`src/rtl/iexs_ram.sv`:
```
// Generic single-clock RAM with one write port and one registered read port.
// Stand-alone; used for the register file copies and the data memory.
`default_nettype none

module iexs_ram #(
    parameter int WIDTH = 32,
    parameter int DEPTH = 32
) (
    input  wire logic                     clk,
    input  wire logic                     wen,
    input  wire logic [$clog2(DEPTH)-1:0] waddr,
    input  wire logic [WIDTH-1:0]         wdata,
    input  wire logic                     ren,
    input  wire logic [$clog2(DEPTH)-1:0] raddr,
    output logic      [WIDTH-1:0]         rdata
);

    logic [WIDTH-1:0] mem [DEPTH];

    always_ff @(posedge clk)
    begin
        if (wen)
        begin
            mem[waddr] <= wdata;
        end
        if (ren)
        begin
            rdata <= mem[raddr];
        end
    end

endmodule

`default_nettype wire

```
`config.mk`:
```
export PLATFORM = sky130hd
export DESIGN_NAME = iexs_ram
export DESIGN_NICKNAME = d
export VERILOG_FILES = /design/src/rtl/iexs_ram.sv
export SDC_FILE = /design/constraint.sdc
export NUM_CORES = 1
export LEC_CHECK = 0
export BUFFER_PORTS_ARGS = -buffer_cell sky130_fd_sc_hd__buf_2
export CAP_MARGIN = 20
export CORE_ASPECT_RATIO = 1.1
export CORE_MARGIN = 10
export CORE_UTILIZATION = 50
export DETAILED_ROUTE_END_ITERATION = 8
export PLACE_DENSITY = 0.72
export SYNTH_ARGS = -nofsm -noshare
export SYNTH_HDL_FRONTEND = slang
export SYNTH_SLANG_ARGS = --single-unit
```
`constraint.sdc`:
```
create_clock -name clk -period 3.8 [get_ports clk]
set_input_delay 0.76 -clock clk [delete_from_list [all_inputs] [get_ports clk]]
set_output_delay 0.76 -clock clk [all_outputs]
set_load 0.02 [all_outputs]
```
Yosys cells after proc, flatten, opt, wreduce, memory -nomap -nowiden
Memories as Yosys holds them, arrays and structs flattened. A register that Yosys moved wholly into a read port is not among the register bits.
Index checks and enable logic that the tools add are counted.
{"block": "classes", "mux": 2}
{"cell": "1-bit two-way mux", "n": 2}
{"block": "word_totals", "mem_count": 1, "out_inout_bits": 32, "ram_bits": 1024, "ff_bits": 0, "wordCells": 3}
{"memory": "mem", "words": 32, "word_bits": 32, "rd": 1, "rd_ports_with_merged_regs": 1, "wr": 1, "line": "18", "source": "logic [WIDTH-1:0] mem [DEPTH];"}

Logic depth before layout (Yosys ltp)
{"block": "logic_depth", "word_depth": 2, "ltp_mapped": 8}

Least setup slack after synthesis
OpenSTA, ideal clock, no wires.
{"block": "synth_timing", "path_type": "input -> register", "start": "input port waddr[1]", "end": "memory mem[12][0] (enable)", "path_slack_ps": 606, "stages": 3, "n_path_buf": 1, "t_arrival_ps": 2773, "setup_ps": 421, "path_cell_list": "or3b_2 > clkbuf_1 > nor2_1"}
{"item": "start, declared", "line": "11", "source": "input wire logic [$clog2(DEPTH)-1:0] waddr,"}
{"item": "end, declared", "line": "18"}
No word-level cell before the write port.

==> metrics <==
status=finished clean; CP cell instances=buf_8 > buf_12 > buf_4 > mux2i_1 > a22o_1 > nor3_1 > a31oi_1 > nand3_1; CP Capture Type=flop; top_reg_cell synth=edfxtp_1; I/O Buffers=76; CTS resizes=0; Core ar.=about 81000 um2; Clk pin slew, worst setup/hold paths=0.07 ns; routed wire length=99300 um; Rows=109; global route overflow=0; Root Buffer Master=clkbuf_16; Top delay family on crit path=buffers and inverters; Slew @ Worst Pin=1.01 ns; Slew Limit Fails=0; Mean Syn Cell Area=18.1 um2; worst-path maximum fanout=46; initial antenna violation count=10; clock tree from TritonCTS=built; hpwl dp=54400 um; largest net degree at the start of global routing=74; Bufs and invs on worst path=3; CTS Hold Bufs=0; sequential cell fraction of total power=0.532; Setup Viol. Count Final=0; first-pass GRT wire length=144000 um; period utilization=0.679; asr flop ratio synth=0; aggregate global-route resource usage=0.207; wire length per cell=28.2 um; commonest non-fill, non-tap cell in the layout=edfxtp_1; flops & latches, synth=1056; Critical Path RT=4.13 ns; drt drc=0; crit-path max cell delay=approximately 0.42 ns; hold crit path type=input port to flop; MaxCap Viol Count=0; IO Pins=77; total setup buffers inserted after CTS=0; Hold Fails Final Rpt=0; Max Fclk=slightly below 0.4 GHz; fin util=0.575; number of flops mapped to enable cells by yosys=roughly 1100; nature of the critical path startpoint=input port; P_sw=5.06 mW; CP max-delay cell=a31oi_1; post-detailed-route count of antenna-violating nets=0; final net count=about 2400; Yosys cell types=24; Area Overhead vs Synth=13.6%; die area=93500 um2; die width=292 um; Pwr Density=~530 nW/um2; Initial DRC Count=~2300; Setup Crit Path Kind=input port to flop; Comb pwr share=0.051; Final TNS setup=0 ns; LEAKAGE=16.1 nW; clock sink count=roughly 1100; Max VDD drop=0.000345 V; sequential fraction of the synthesis area=0.777; Worst EP arrival=2.91 ns; Post-Route Skew=0.0222 ns; clk buf depth=3; RSZ-0062 raised after global routing=no; Switching Share=0.206; total CTS buffers=98; yosys warns=0; GPL Wtd Cong=0.795; initial core utilization=0.506; vias per inst=6.08; die height=320 um; commonest cells after routing, fill and taps aside=edfxtp_1, mux2i_1, clkbuf_16, nand3_1, nand2_1; Mapped Cells=about 2300; Relative slew margins=0.330; Post-Syn Area=40800 um2; worst skew pair latency=between 0.6 and 0.7 ns; via count=21444; H-tree Lvls=3; Post-Syn Nets=2305; P_int=between 15 and 20 mW; drt pass-1 iters=8; vias in the first global route=roughly 21000; Final Critical Period=2.58 ns; fraction of layout cells with a size suffix above 1=0.140; clock network fraction of design power=0.418
[metrics by stage]
| stage | cell area (um2) | cells | hold slack, ns | setup WS, ns | total power [mW] |
|---|---|---|---|---|---|
| 2_1_floorplan | 40800 | 2260 | 0.629 | 0.606 | 14.0 |
| 3_3_place_gp | 43000 | 3344 | 0.650 | 0.629 | 14.5 |
| 3_5_place_dp | 43000 | 3344 | 0.668 | 0.568 | 14.5 |
| 4_1_cts | 46300 | 3523 | 0.566 | 1.28 | 24.7 |
| 5_1_grt | 46400 | 3525 | 0.610 | 1.19 | 25.2 |
| 6_report | 46400 | 3527 | 0.607 | 1.22 | 24.6 |
[state kept, by name (all words and copies together), names as in the netlist]
| signal | cells |
|---|---|
| mem | 1024 |
| rdata | 32 |
[worst paths after layout]
kind | from | to | slack, ns | cells after the start
worst max register to register | mem[7][8] | rdata[8] | 1.96 | 5
worst max-delay path | raddr[0] | rdata[10] | 1.22 | 8
worst min register to register | mem[27][2] | rdata[2] | 0.69 | 4
worst min-delay path | wdata[5] | mem[7][5] | 0.61 | 1
[power groups by stage]
stage	combinational [mW]	sequential [mW]	clock, mW
after floorplan	0.670	13.3	0
after global placement	1.21	13.3	0
after detailed placement	1.24	13.3	0
after CTS	1.24	13.1	10.4
after global routing	1.32	13.1	10.8
final	1.25	13.1	10.3
[metal layers]
metal,share of wire,wire length [um],GRT usage
met5,0.00071,71,0
met4,0.028,2760,0.0689
met3,0.081,8040,0.0365
met2,0.50,50100,0.351
met1,0.39,38400,0.269
[worst reg2reg max path, delay by kind of cell (launching register included)]
family           cells  cell delay [ns]
AO/OA/AOI/OAI        2             0.66
flip-flops           1             0.35
multiplexers         1             0.16
AND/OR/NAND/NOR      2             0.37
[synthesized netlist by cell type, drive strengths merged (32+ instances only)]
master	number	area share
edfxtp	1056	0.78
mux2i	512	0.13
nand2	98	0.0090
nand3	98	0.012
a21oi	96	0.012
a22oi	96	0.018
buf	79	0.014
a22o	64	0.014
clkbuf	48	0.0046
nor2	34	0.0031
a31oi	32	0.0049
nor3	32	0.0039
[logic make-up (layout without fill, tap and decap cells)]
| group | count (synthesis) | in the layout | synth area share |
|---|---|---|---|
| other | 0 | 4 | 0 |
| DFF | 1056 | 1056 | 0.777 |
| and+or+nand+nor | 277 | 277 | 0.0308 |
| AOI/OAI and AO/OA | 288 | 288 | 0.0481 |
| muxes | 512 | 512 | 0.126 |
| buffers and inverters | 127 | 336 | 0.0185 |
[layout make-up]
type | count | area [um2]
clock buffers | 116 | 2610
clock inverters | 63 | 768
flip-flops and latches | 1056 | 31700
multi-input cells | 1077 | 8610
well taps | 1054 | 1320
repair buffers | 157 | 1340
fillers | 5798 | 34200
diodes | 4 | 10.0
No activity file was read; power rests on OpenSTA's default activity.
