[config.mk]
export PLATFORM = sky130hd
export DESIGN_NAME = iexs_exec
export DESIGN_NICKNAME = d
export VERILOG_FILES = /design/src/rtl/iexs_pkg.sv /design/src/rtl/iexs_exec.sv
export SDC_FILE = /design/constraint.sdc
export NUM_CORES = 1
export LEC_CHECK = 0
export BUFFER_PORTS_ARGS = -buffer_cell sky130_fd_sc_hd__buf_2
export CAP_MARGIN = 20
export CORE_MARGIN = 5
export CORE_UTILIZATION = 40
export DETAILED_ROUTE_END_ITERATION = 8
export PLACE_DENSITY_LB_ADDON = 0.12
export SYNTH_ARGS = -nofsm -noshare
export SYNTH_HDL_FRONTEND = slang
export SYNTH_SLANG_ARGS = --single-unit
[constraint.sdc]
create_clock -name vclk -period 6.95
set_input_delay 0.695 -clock vclk [all_inputs]
set_output_delay 0.695 -clock vclk [all_outputs]
set_load 0.02 [all_outputs]
[src/rtl/iexs_pkg.sv]
// Package for the integer execute stage: sizes, command codes, beat layout
// and the execute result record. Depends on nothing.
`default_nettype none

package iexs_pkg;

    localparam int XLEN       = 32;
    localparam int REG_COUNT  = 32;
    localparam int REG_AW     = $clog2(REG_COUNT);
    localparam int MEM_WORDS  = 1024;
    localparam int MEM_AW     = $clog2(MEM_WORDS);
    localparam int PROG_DEPTH = 1024;
    localparam int PC_W       = $clog2(PROG_DEPTH);
    localparam int CMD_W      = 5;
    localparam int TARGET_W   = 10;
    localparam int NEXT_PC_W  = 10;
    localparam int ADDR_OUT_W = 10;
    localparam int IN_DATA_W  = 64;
    localparam int OUT_DATA_W = 64;

    typedef enum logic [CMD_W-1:0] {
        CMD_ADD  = 5'd0,
        CMD_SLT  = 5'd1,
        CMD_AND  = 5'd2,
        CMD_OR   = 5'd3,
        CMD_XOR  = 5'd4,
        CMD_SLL  = 5'd5,
        CMD_SRL  = 5'd6,
        CMD_SUB  = 5'd7,
        CMD_ADDI = 5'd8,
        CMD_SLTI = 5'd9,
        CMD_ANDI = 5'd10,
        CMD_ORI  = 5'd11,
        CMD_XORI = 5'd12,
        CMD_JALR = 5'd13,
        CMD_BEQ  = 5'd14,
        CMD_BNE  = 5'd15,
        CMD_BLT  = 5'd16,
        CMD_BGE  = 5'd17,
        CMD_JAL  = 5'd18,
        CMD_LI   = 5'd19,
        CMD_LW   = 5'd20,
        CMD_SW   = 5'd21,
        CMD_EXIT = 5'd22
    } cmd_t;

    // What one instruction does once its operands are known.
    typedef struct packed {
        logic [PC_W-1:0] next_pc;
        logic            halt;
        logic            wreg;
        logic [XLEN-1:0] wval;
        logic            is_load;
        logic            wmem;
        logic            access;
        logic [XLEN-1:0] addr;
        logic            bad;
    } exec_res_t;

endpackage

`default_nettype wire

[src/rtl/iexs_exec.sv]
// Execute logic: ALU, branch decision, jump targets and load/store address.
// Depends on iexs_pkg.
`default_nettype none

module iexs_exec (
    input  wire iexs_pkg::cmd_t                  cmd,
    input  wire logic [iexs_pkg::PC_W-1:0]       pc,
    input  wire logic                            halted,
    input  wire logic [iexs_pkg::XLEN-1:0]       op_a,
    input  wire logic [iexs_pkg::XLEN-1:0]       op_b,
    input  wire logic [iexs_pkg::XLEN-1:0]       imm,
    input  wire logic [iexs_pkg::TARGET_W-1:0]   target,
    output iexs_pkg::exec_res_t                  res
);
    import iexs_pkg::*;

    logic [XLEN-1:0] link;
    logic [XLEN-1:0] base;
    logic [XLEN-1:0] ea;
    logic [XLEN-1:0] jalr_sum;
    logic [PC_W-1:0] seq_pc;
    logic [PC_W-1:0] br_pc;
    logic            lt_ab;

    assign link     = XLEN'(pc) + XLEN'(1);
    assign seq_pc   = pc + PC_W'(1);
    assign br_pc    = PC_W'(target);
    assign lt_ab    = $signed(op_a) < $signed(op_b);
    assign jalr_sum = op_a + imm;
    assign base     = (cmd == CMD_SW) ? op_b : op_a;
    assign ea       = base + imm;

    always_comb
    begin
        res         = '0;
        res.next_pc = seq_pc;
        if (halted)
        begin
            res.next_pc = pc;
            res.halt    = 1'b1;
        end
        else
        begin
            case (cmd)
                CMD_ADD:  begin res.wval = op_a + op_b;  res.wreg = 1'b1; end
                CMD_SLT:  begin res.wval = XLEN'(lt_ab); res.wreg = 1'b1; end
                CMD_AND:  begin res.wval = op_a & op_b;  res.wreg = 1'b1; end
                CMD_OR:   begin res.wval = op_a | op_b;  res.wreg = 1'b1; end
                CMD_XOR:  begin res.wval = op_a ^ op_b;  res.wreg = 1'b1; end
                CMD_SLL:  begin res.wval = op_a << op_b[4:0]; res.wreg = 1'b1; end
                CMD_SRL:  begin res.wval = op_a >> op_b[4:0]; res.wreg = 1'b1; end
                CMD_SUB:  begin res.wval = op_a - op_b;  res.wreg = 1'b1; end
                CMD_ADDI: begin res.wval = jalr_sum;     res.wreg = 1'b1; end
                CMD_SLTI:
                begin
                    res.wval = XLEN'($signed(op_a) < $signed(imm));
                    res.wreg = 1'b1;
                end
                CMD_ANDI: begin res.wval = op_a & imm;   res.wreg = 1'b1; end
                CMD_ORI:  begin res.wval = op_a | imm;   res.wreg = 1'b1; end
                CMD_XORI: begin res.wval = op_a ^ imm;   res.wreg = 1'b1; end
                CMD_JALR:
                begin
                    res.wval    = link;
                    res.wreg    = 1'b1;
                    res.next_pc = jalr_sum[PC_W-1:0];
                end
                CMD_BEQ:  if (op_a == op_b) res.next_pc = br_pc;
                CMD_BNE:  if (op_a != op_b) res.next_pc = br_pc;
                CMD_BLT:  if (lt_ab) res.next_pc = br_pc;
                CMD_BGE:  if (!lt_ab) res.next_pc = br_pc;
                CMD_JAL:
                begin
                    res.wval    = link;
                    res.wreg    = 1'b1;
                    res.next_pc = pc + imm[PC_W-1:0];
                end
                CMD_LI:   begin res.wval = imm; res.wreg = 1'b1; end
                CMD_LW, CMD_SW:
                begin
                    res.access = 1'b1;
                    res.addr   = ea;
                    res.bad    = ea[XLEN-1] || (ea[XLEN-2:0] >= (XLEN-1)'(MEM_WORDS));
                    // The load value arrives from memory in the next cycle.
                    res.is_load = (cmd == CMD_LW) && !res.bad;
                    res.wreg    = res.is_load;
                    res.wmem    = (cmd == CMD_SW) && !res.bad;
                end
                CMD_EXIT:
                begin
                    res.halt    = 1'b1;
                    res.next_pc = pc;
                end
                default: ;
            endcase
        end
    end

endmodule

`default_nettype wire

After elaboration in Yosys (flattened, before gate mapping). Cells that the tools add are included.

Bitwise logic cells: 6. Shift operators: 2. $lt $le $gt $ge: 3. Mux-type cells: 12. Reduce and logical (&&, ||, !) cells: 8. Equality and inequality tests: 24. Add/sub/neg operators: 7.

Operators by type and width (number): $pmux 32 s15 (1); $add 32x32->32 (3); $pmux 10 s7 (1); $mux 69 (1); $and 32x32->32 (2); $lt 32x32->1 (2); $or 32x32->32 (2); $xor 32x32->32 (2); $eq 5x4->1 const B (8); $mux 10 (4); $mux 36 (1); $eq 5x5->1 const B (7); $eq 32x32->1 (1); $mux 32 (1); $ne 32x32->1 (1); $shl 32x5->32 (1); $shr 32x5->32 (1); $sub 32x32->32 (1); $ge 31x11->1 const B (1); $eq 5x3->1 const B (4); $reduce_or 16->1 (1); $add 10x1->11 const B (1); $mux 11 (1); $add 10x1->10 const B (1); other kinds (10) (13).

Bits of input ports: 122. Register bits: 0. Output and inout port bits: 80. Word-level logic and storage cells: 62.

Depth between registers and ports, before layout. Gate-level depths: netlist of run 1.

Depth in word-level cells: 9. Depth in mapped cells: 20. Depth with buffers taken out: 18.

Worst setup path before layout of run 1. No wires, ideal clock.

Kind: input to output. Start: input port cmd[0]. End: output port res[34] (netlist name). Data arrival time: 5.042 ns. Stages on the path: 18. Path buffers: 4. Setup slack: 1.213 ns. Required time: 6.255 ns. Cell sequence: clkbuf_1 clkbuf_1 nand2b_1 nor2_1 clkbuf_1 mux2_2 ha_1 buf_6 a211oi_2 nor2_1 o31ai_4 a21oi_2 or4_4 a211oi_2 nand4_1 nor4_2 nand3_1 nor4_2.

RTL lines: start, declared (RTL line iexs_exec.sv:6) `input wire iexs_pkg::cmd_t cmd,`; end, declared (RTL line iexs_exec.sv:13) `output iexs_pkg::exec_res_t res`.

==> results.json, run 1 <==
{
  "drive_above_1_share_pct": 15.6,
  "grt_pass1_vias": 18222,
  "synth.cell_area_mm2": 0.0156,
  "syn_to_final_growth_pct": 7.75,
  "chipHeight_um": 208,
  "nNetsFinal": 2686,
  "coreArea_mm2": 0.0386,
  "worstPathArrival_ps": 5830,
  "worst_pin_slew_ps": 986,
  "cts_resized": 0,
  "synthesis.nets": 2623,
  "hp-start": "target[2]",
  "routedWlPerCell_um": 27.8,
  "die_x_um": 208,
  "setup_viol": 0,
  "dp_hpwl_um": 64800,
  "crit_path_max_fanout": 27,
  "hp-class": "input pin to output port",
  "flops_and_latches": 0,
  "met1_usage_pct": 50.1,
  "rows": 72,
  "routed_wl_um": 80800,
  "antenna_found_initial": 1,
  "slowest_stage": "nand3_1",
  "worstPathRequired_ps": 6250,
  "ioPinCount": 202,
  "clkbuf_count": 0,
  "gr-usage-all-layers_pct": 34.8,
  "timing.fmax_ghz": 0.153,
  "max_slew_margin_pct": 34.0,
  "use_met2_pct": 52.2,
  "crit_path_end_kind": "output port",
  "io_buffers": 202,
  "seq_area_frac_synth_pct": 0,
  "grt_pass1_wl_um": 119000,
  "dieArea_mm2": 0.0431,
  "yosysWarnings": 0,
  "netlist_instances": 2328,
  "hold_viol": 0,
  "grt_max_degree": 59,
  "vias_per_cell": 6.63,
  "tns_ps": 0,
  "multi_input_area_mm2": 0.0144,
  "crit_path_start_kind": "input pin",
  "drc_errors": 0,
  "startpoint": "cmd[4]",
  "outcome": "finished, final reports clean",
  "postRouteAntennaNets": 0,
  "grt.busiest_layer": "met2",
  "start_util_pct": 40.4,
  "drt_iter0_drc": 2759,
  "path_buf_inv": 3,
  "hold_buffers": 0,
  "maxCapViolations": 0,
  "stdcell_count": 2908,
  "critical_path.top_delay_family": "simple AND/OR/NAND/NOR gates",
  "worst_slack_ps": 422,
  "place_inst": 2906,
  "firstDrtPassIters": 7,
  "avgSynthCellArea_um2": 6.71,
  "path_cells": "buf_2 -> nor2b_1 -> nand2_1 -> nor2_4 -> buf_4 -> mux2_2 -> ha_1 -> and4_1 -> a211oi_1 -> o21ai_1 -> a221oi_2 -> xor2_1 -> nand4_1 -> nor4_2 -> nand3_1 -> nor4_2 -> buf_2",
  "grt_overflow": 0,
  "cp_slowest_stage_delay_ps": 470,
  "fin_crit_ps": 6530,
  "ff_latch_area_um2": 0,
  "vias": 19287,
  "final_util_pct": 43.6,
  "place_ws_ps": 367,
  "critical_path_class": "input pin to output port",
  "postCtsSetupRepairBufs": 0,
  "grt_setup_unrepaired": "no",
  "synthDistinctLibCells": 98,
  "fill_cells": 4242,
  "slew_violations": 0,
  "fin_crit_sh_pct": 93.9,
  "globalRouteMet3Util_pct": 7.77,
  "place.gp.congestion": 1.05
}
cell families (layout without fill, tap and decap cells):
| kind of cell | count (synthesis) | in the layout | share of synthesized area, % |
|---|---|---|---|
| mux | 157 | 157 | 13.2 |
| xor+xnor | 109 | 109 | 6.11 |
| simple gates | 730 | 730 | 22.1 |
| fa+ha+maj | 173 | 173 | 14.1 |
| other cells | 0 | 1 | 0 |
| buf+inv | 320 | 381 | 8.24 |
| compound gates | 839 | 839 | 36.3 |
final timing paths:
check	end	cells past startpoint
worst max-delay path	res[34]	17
worst min-delay path	res[72]	4
metrics by stage:
stage          hold slack (ps)  cell area [µm²]
2_1_floorplan             1580            15600
3_3_place_gp              1850            16800
3_5_place_dp              1840            16800
4_1_cts                   1840            16800
5_1_grt                   1860            16800
6_report                  1840            16800
synth_stat cells (all sizes together), types with 6 or more instances:
master   instances  area [µm²]
nor2           264         991
a21oi          229        1170
o21ai          190         958
ha             168        2100
nand2          159         597
inv            147         552
clkbuf         110         413
mux2i           86         861
xnor2           75         657
buf             63         324
nor3            57         285
a221oi          52         474
nand3           45         225
a21o            40         300
mux2            36         409
a211oi          35         305
mux4            35         788
nand2b          34         213
xor2            34         298
o211ai          32         250
o21bai          32         240
nand4           29         181
nor2b           26         163
o221ai          26         234
o22ai           26         163
or3             23         149
a31oi           21         138
and3            19         119
nor4            18         131
a22oi           17         128
or2             17         106
and2            15        93.8
o21a            15         113
a221o           13         130
o31ai           11         101
a2111oi         10         106
a21boi           9        78.8
o2111ai          9        78.8
o311ai           8        77.6
o31a             7        61.3
o41ai            7        87.6
a211o            6        52.6
cell type report:
cell class / count / share of cell area [%]
multi-input cells: 2008 / 85.4
repair buffers: 234 / 7.43
inverters: 147 / 3.28
diodes: 1 / 0.0149
well taps: 518 / 3.85
placed cells by master, fill, tap and decap left out, drive strengths merged, types with 57 or more instances in the layout:
cell   synthesis  final
nor2         264    264
buf           63    234
nand2        159    159
a21oi        229    229
mux2i         86     86
ha           168    168
inv          147    147
o21ai        190    190
nor3          57     57
xnor2         75     75
layer usage:
layer	share of wire [%]	vias to the layer above
met5	0.011	-
met1	44	9247
met4	3.5	2
met2	42	1093
met3	11	139
li1	-	8806
==> run 2: changes to the inputs <==
--- a/config.mk
+++ b/config.mk
@@ -5,11 +5,12 @@
 export SDC_FILE = /design/constraint.sdc
 export NUM_CORES = 1
 export LEC_CHECK = 0
-export BUFFER_PORTS_ARGS = -buffer_cell sky130_fd_sc_hd__buf_2
+export ABC_CLOCK_PERIOD_IN_PS = 6950
 export CAP_MARGIN = 20
 export CORE_MARGIN = 5
 export CORE_UTILIZATION = 40
 export DETAILED_ROUTE_END_ITERATION = 8
+export DONT_BUFFER_PORTS = 1
 export PLACE_DENSITY_LB_ADDON = 0.12
 export SYNTH_ARGS = -nofsm -noshare
 export SYNTH_HDL_FRONTEND = slang
==> run 2 against run 1 <==
Compared with the run above:
- critical endpoint unchanged
- worst hold slack worse by 300 ps
- via count down 3.7%
- die area unchanged
- critical path depth unchanged
- non-clock buffer count down 210
- flip-flop and latch count unchanged
- global-route usage down 1.8 points
==> results.json, run 2 (synthesis results as in run 1) <==
{
  "outcome": "finished, final reports clean",
  "vias": 18577,
  "timing.fmax_ghz": 0.159,
  "max_slew_margin_pct": 25.6,
  "grt.busiest_layer": "met2",
  "hp-class": "input pin to output port",
  "critical_path_class": "input pin to output port",
  "path_buf_inv": 2,
  "worstPathRequired_ps": 6250,
  "ff_latch_area_um2": 0,
  "routed_wl_um": 76400,
  "crit_path_max_fanout": 53,
  "place_ws_ps": 728,
  "clkbuf_count": 0,
  "dpl_cell_area_mm2": 0.0158,
  "io_buffers": 0,
  "syn_to_final_growth_pct": 0.873,
  "met1_usage_pct": 46.4,
  "firstDrtPassIters": 9,
  "nNetsFinal": 2476,
  "ioPinCount": 202,
  "grt_max_degree": 86,
  "slew_violations": 0,
  "hold_viol": 0,
  "hold_buffers": 0,
  "slowest_stage": "nand3_1",
  "routedWlPerCell_um": 28.3,
  "chipHeight_um": 208,
  "drt_iter0_drc": 2717,
  "antenna_found_initial": 2,
  "critical_path.top_delay_family": "simple AND/OR/NAND/NOR gates",
  "fill_cells": 4111,
  "maxCapViolations": 0,
  "path_cells": "nor2b_1 -> nand2_1 -> nor2_4 -> buf_4 -> mux2_2 -> ha_1 -> and4_1 -> nand2_1 -> a2111o_1 -> a21boi_1 -> o31ai_1 -> a211oi_2 -> nand4_1 -> nor4_2 -> nand3_1 -> nor4_2 -> buf_4",
  "crit_path_start_kind": "input pin",
  "drive_above_1_share_pct": 7.43,
  "cp_slowest_stage_delay_ps": 500,
  "fin_crit_sh_pct": 90.6,
  "start_util_pct": 40.4,
  "final_cell_mix": "nor2_1 (262), a21oi_1 (223), o21ai_0 (172)",
  "tns_ps": 0,
  "fin_crit_ps": 6300,
  "rows": 72,
  "postRouteAntennaNets": 0,
  "design_area_mm2": 0.0158,
  "grt_pass1_vias": 17240,
  "globalRouteMet3Util_pct": 8.34,
  "dieArea_mm2": 0.0431,
  "die_x_um": 208,
  "drc_errors": 0,
  "layout.cells.most_common": "nor2_1",
  "flops_and_latches": 0,
  "use_met2_pct": 49.2,
  "worst_slack_ps": 652,
  "grt_pass1_wl_um": 113000,
  "cts_resized": 0,
  "worstPathArrival_ps": 5600,
  "grt_overflow": 0,
  "crit_path_end_kind": "output port",
  "gr-usage-all-layers_pct": 33.0,
  "final_util_pct": 40.8,
  "place.gp.congestion": 1.06,
  "grt_setup_unrepaired": "no",
  "dp_hpwl_um": 61500,
  "setup_viol": 0,
  "coreArea_mm2": 0.0386,
  "postCtsSetupRepairBufs": 0,
  "worst_pin_slew_ps": 1110,
  "vias_per_cell": 6.89
}
-- run 2: through the flow --
stage / instances / hold slack, ps
6_report: 2698 / 1540
5_1_grt: 2697 / 1550
4_1_cts: 2696 / 1550
3_5_place_dp: 2696 / 1550
3_3_place_gp: 2696 / 1550
2_1_floorplan: 2328 / 1580
-- run 2: final timing paths --
| check | startpoint | endpoint | cells after the start |
|---|---|---|---|
| setup / recovery | cmd[3] | res[34] | 17 |
| hold / removal | halted | res[79] | 1 |
-- run 2: layer usage --
layer / vias to the layer above / share of wire (%)
met5: - / 0.042
met4: 4 / 4.4
met3: 184 / 13
met2: 1146 / 41
met1: 8849 / 41
li1: 8394 / -
-- run 2: cell type report --
type / count / area (µm²) / area share, %
Multi-Input combinational cell: 2008 / 14400 / 91.2
Tap cell: 518 / 648 / 4.11
Inverter: 147 / 552 / 3.50
Timing Repair Buffer: 24 / 180 / 1.14
Antenna cell: 1 / 2.50 / 0.0159
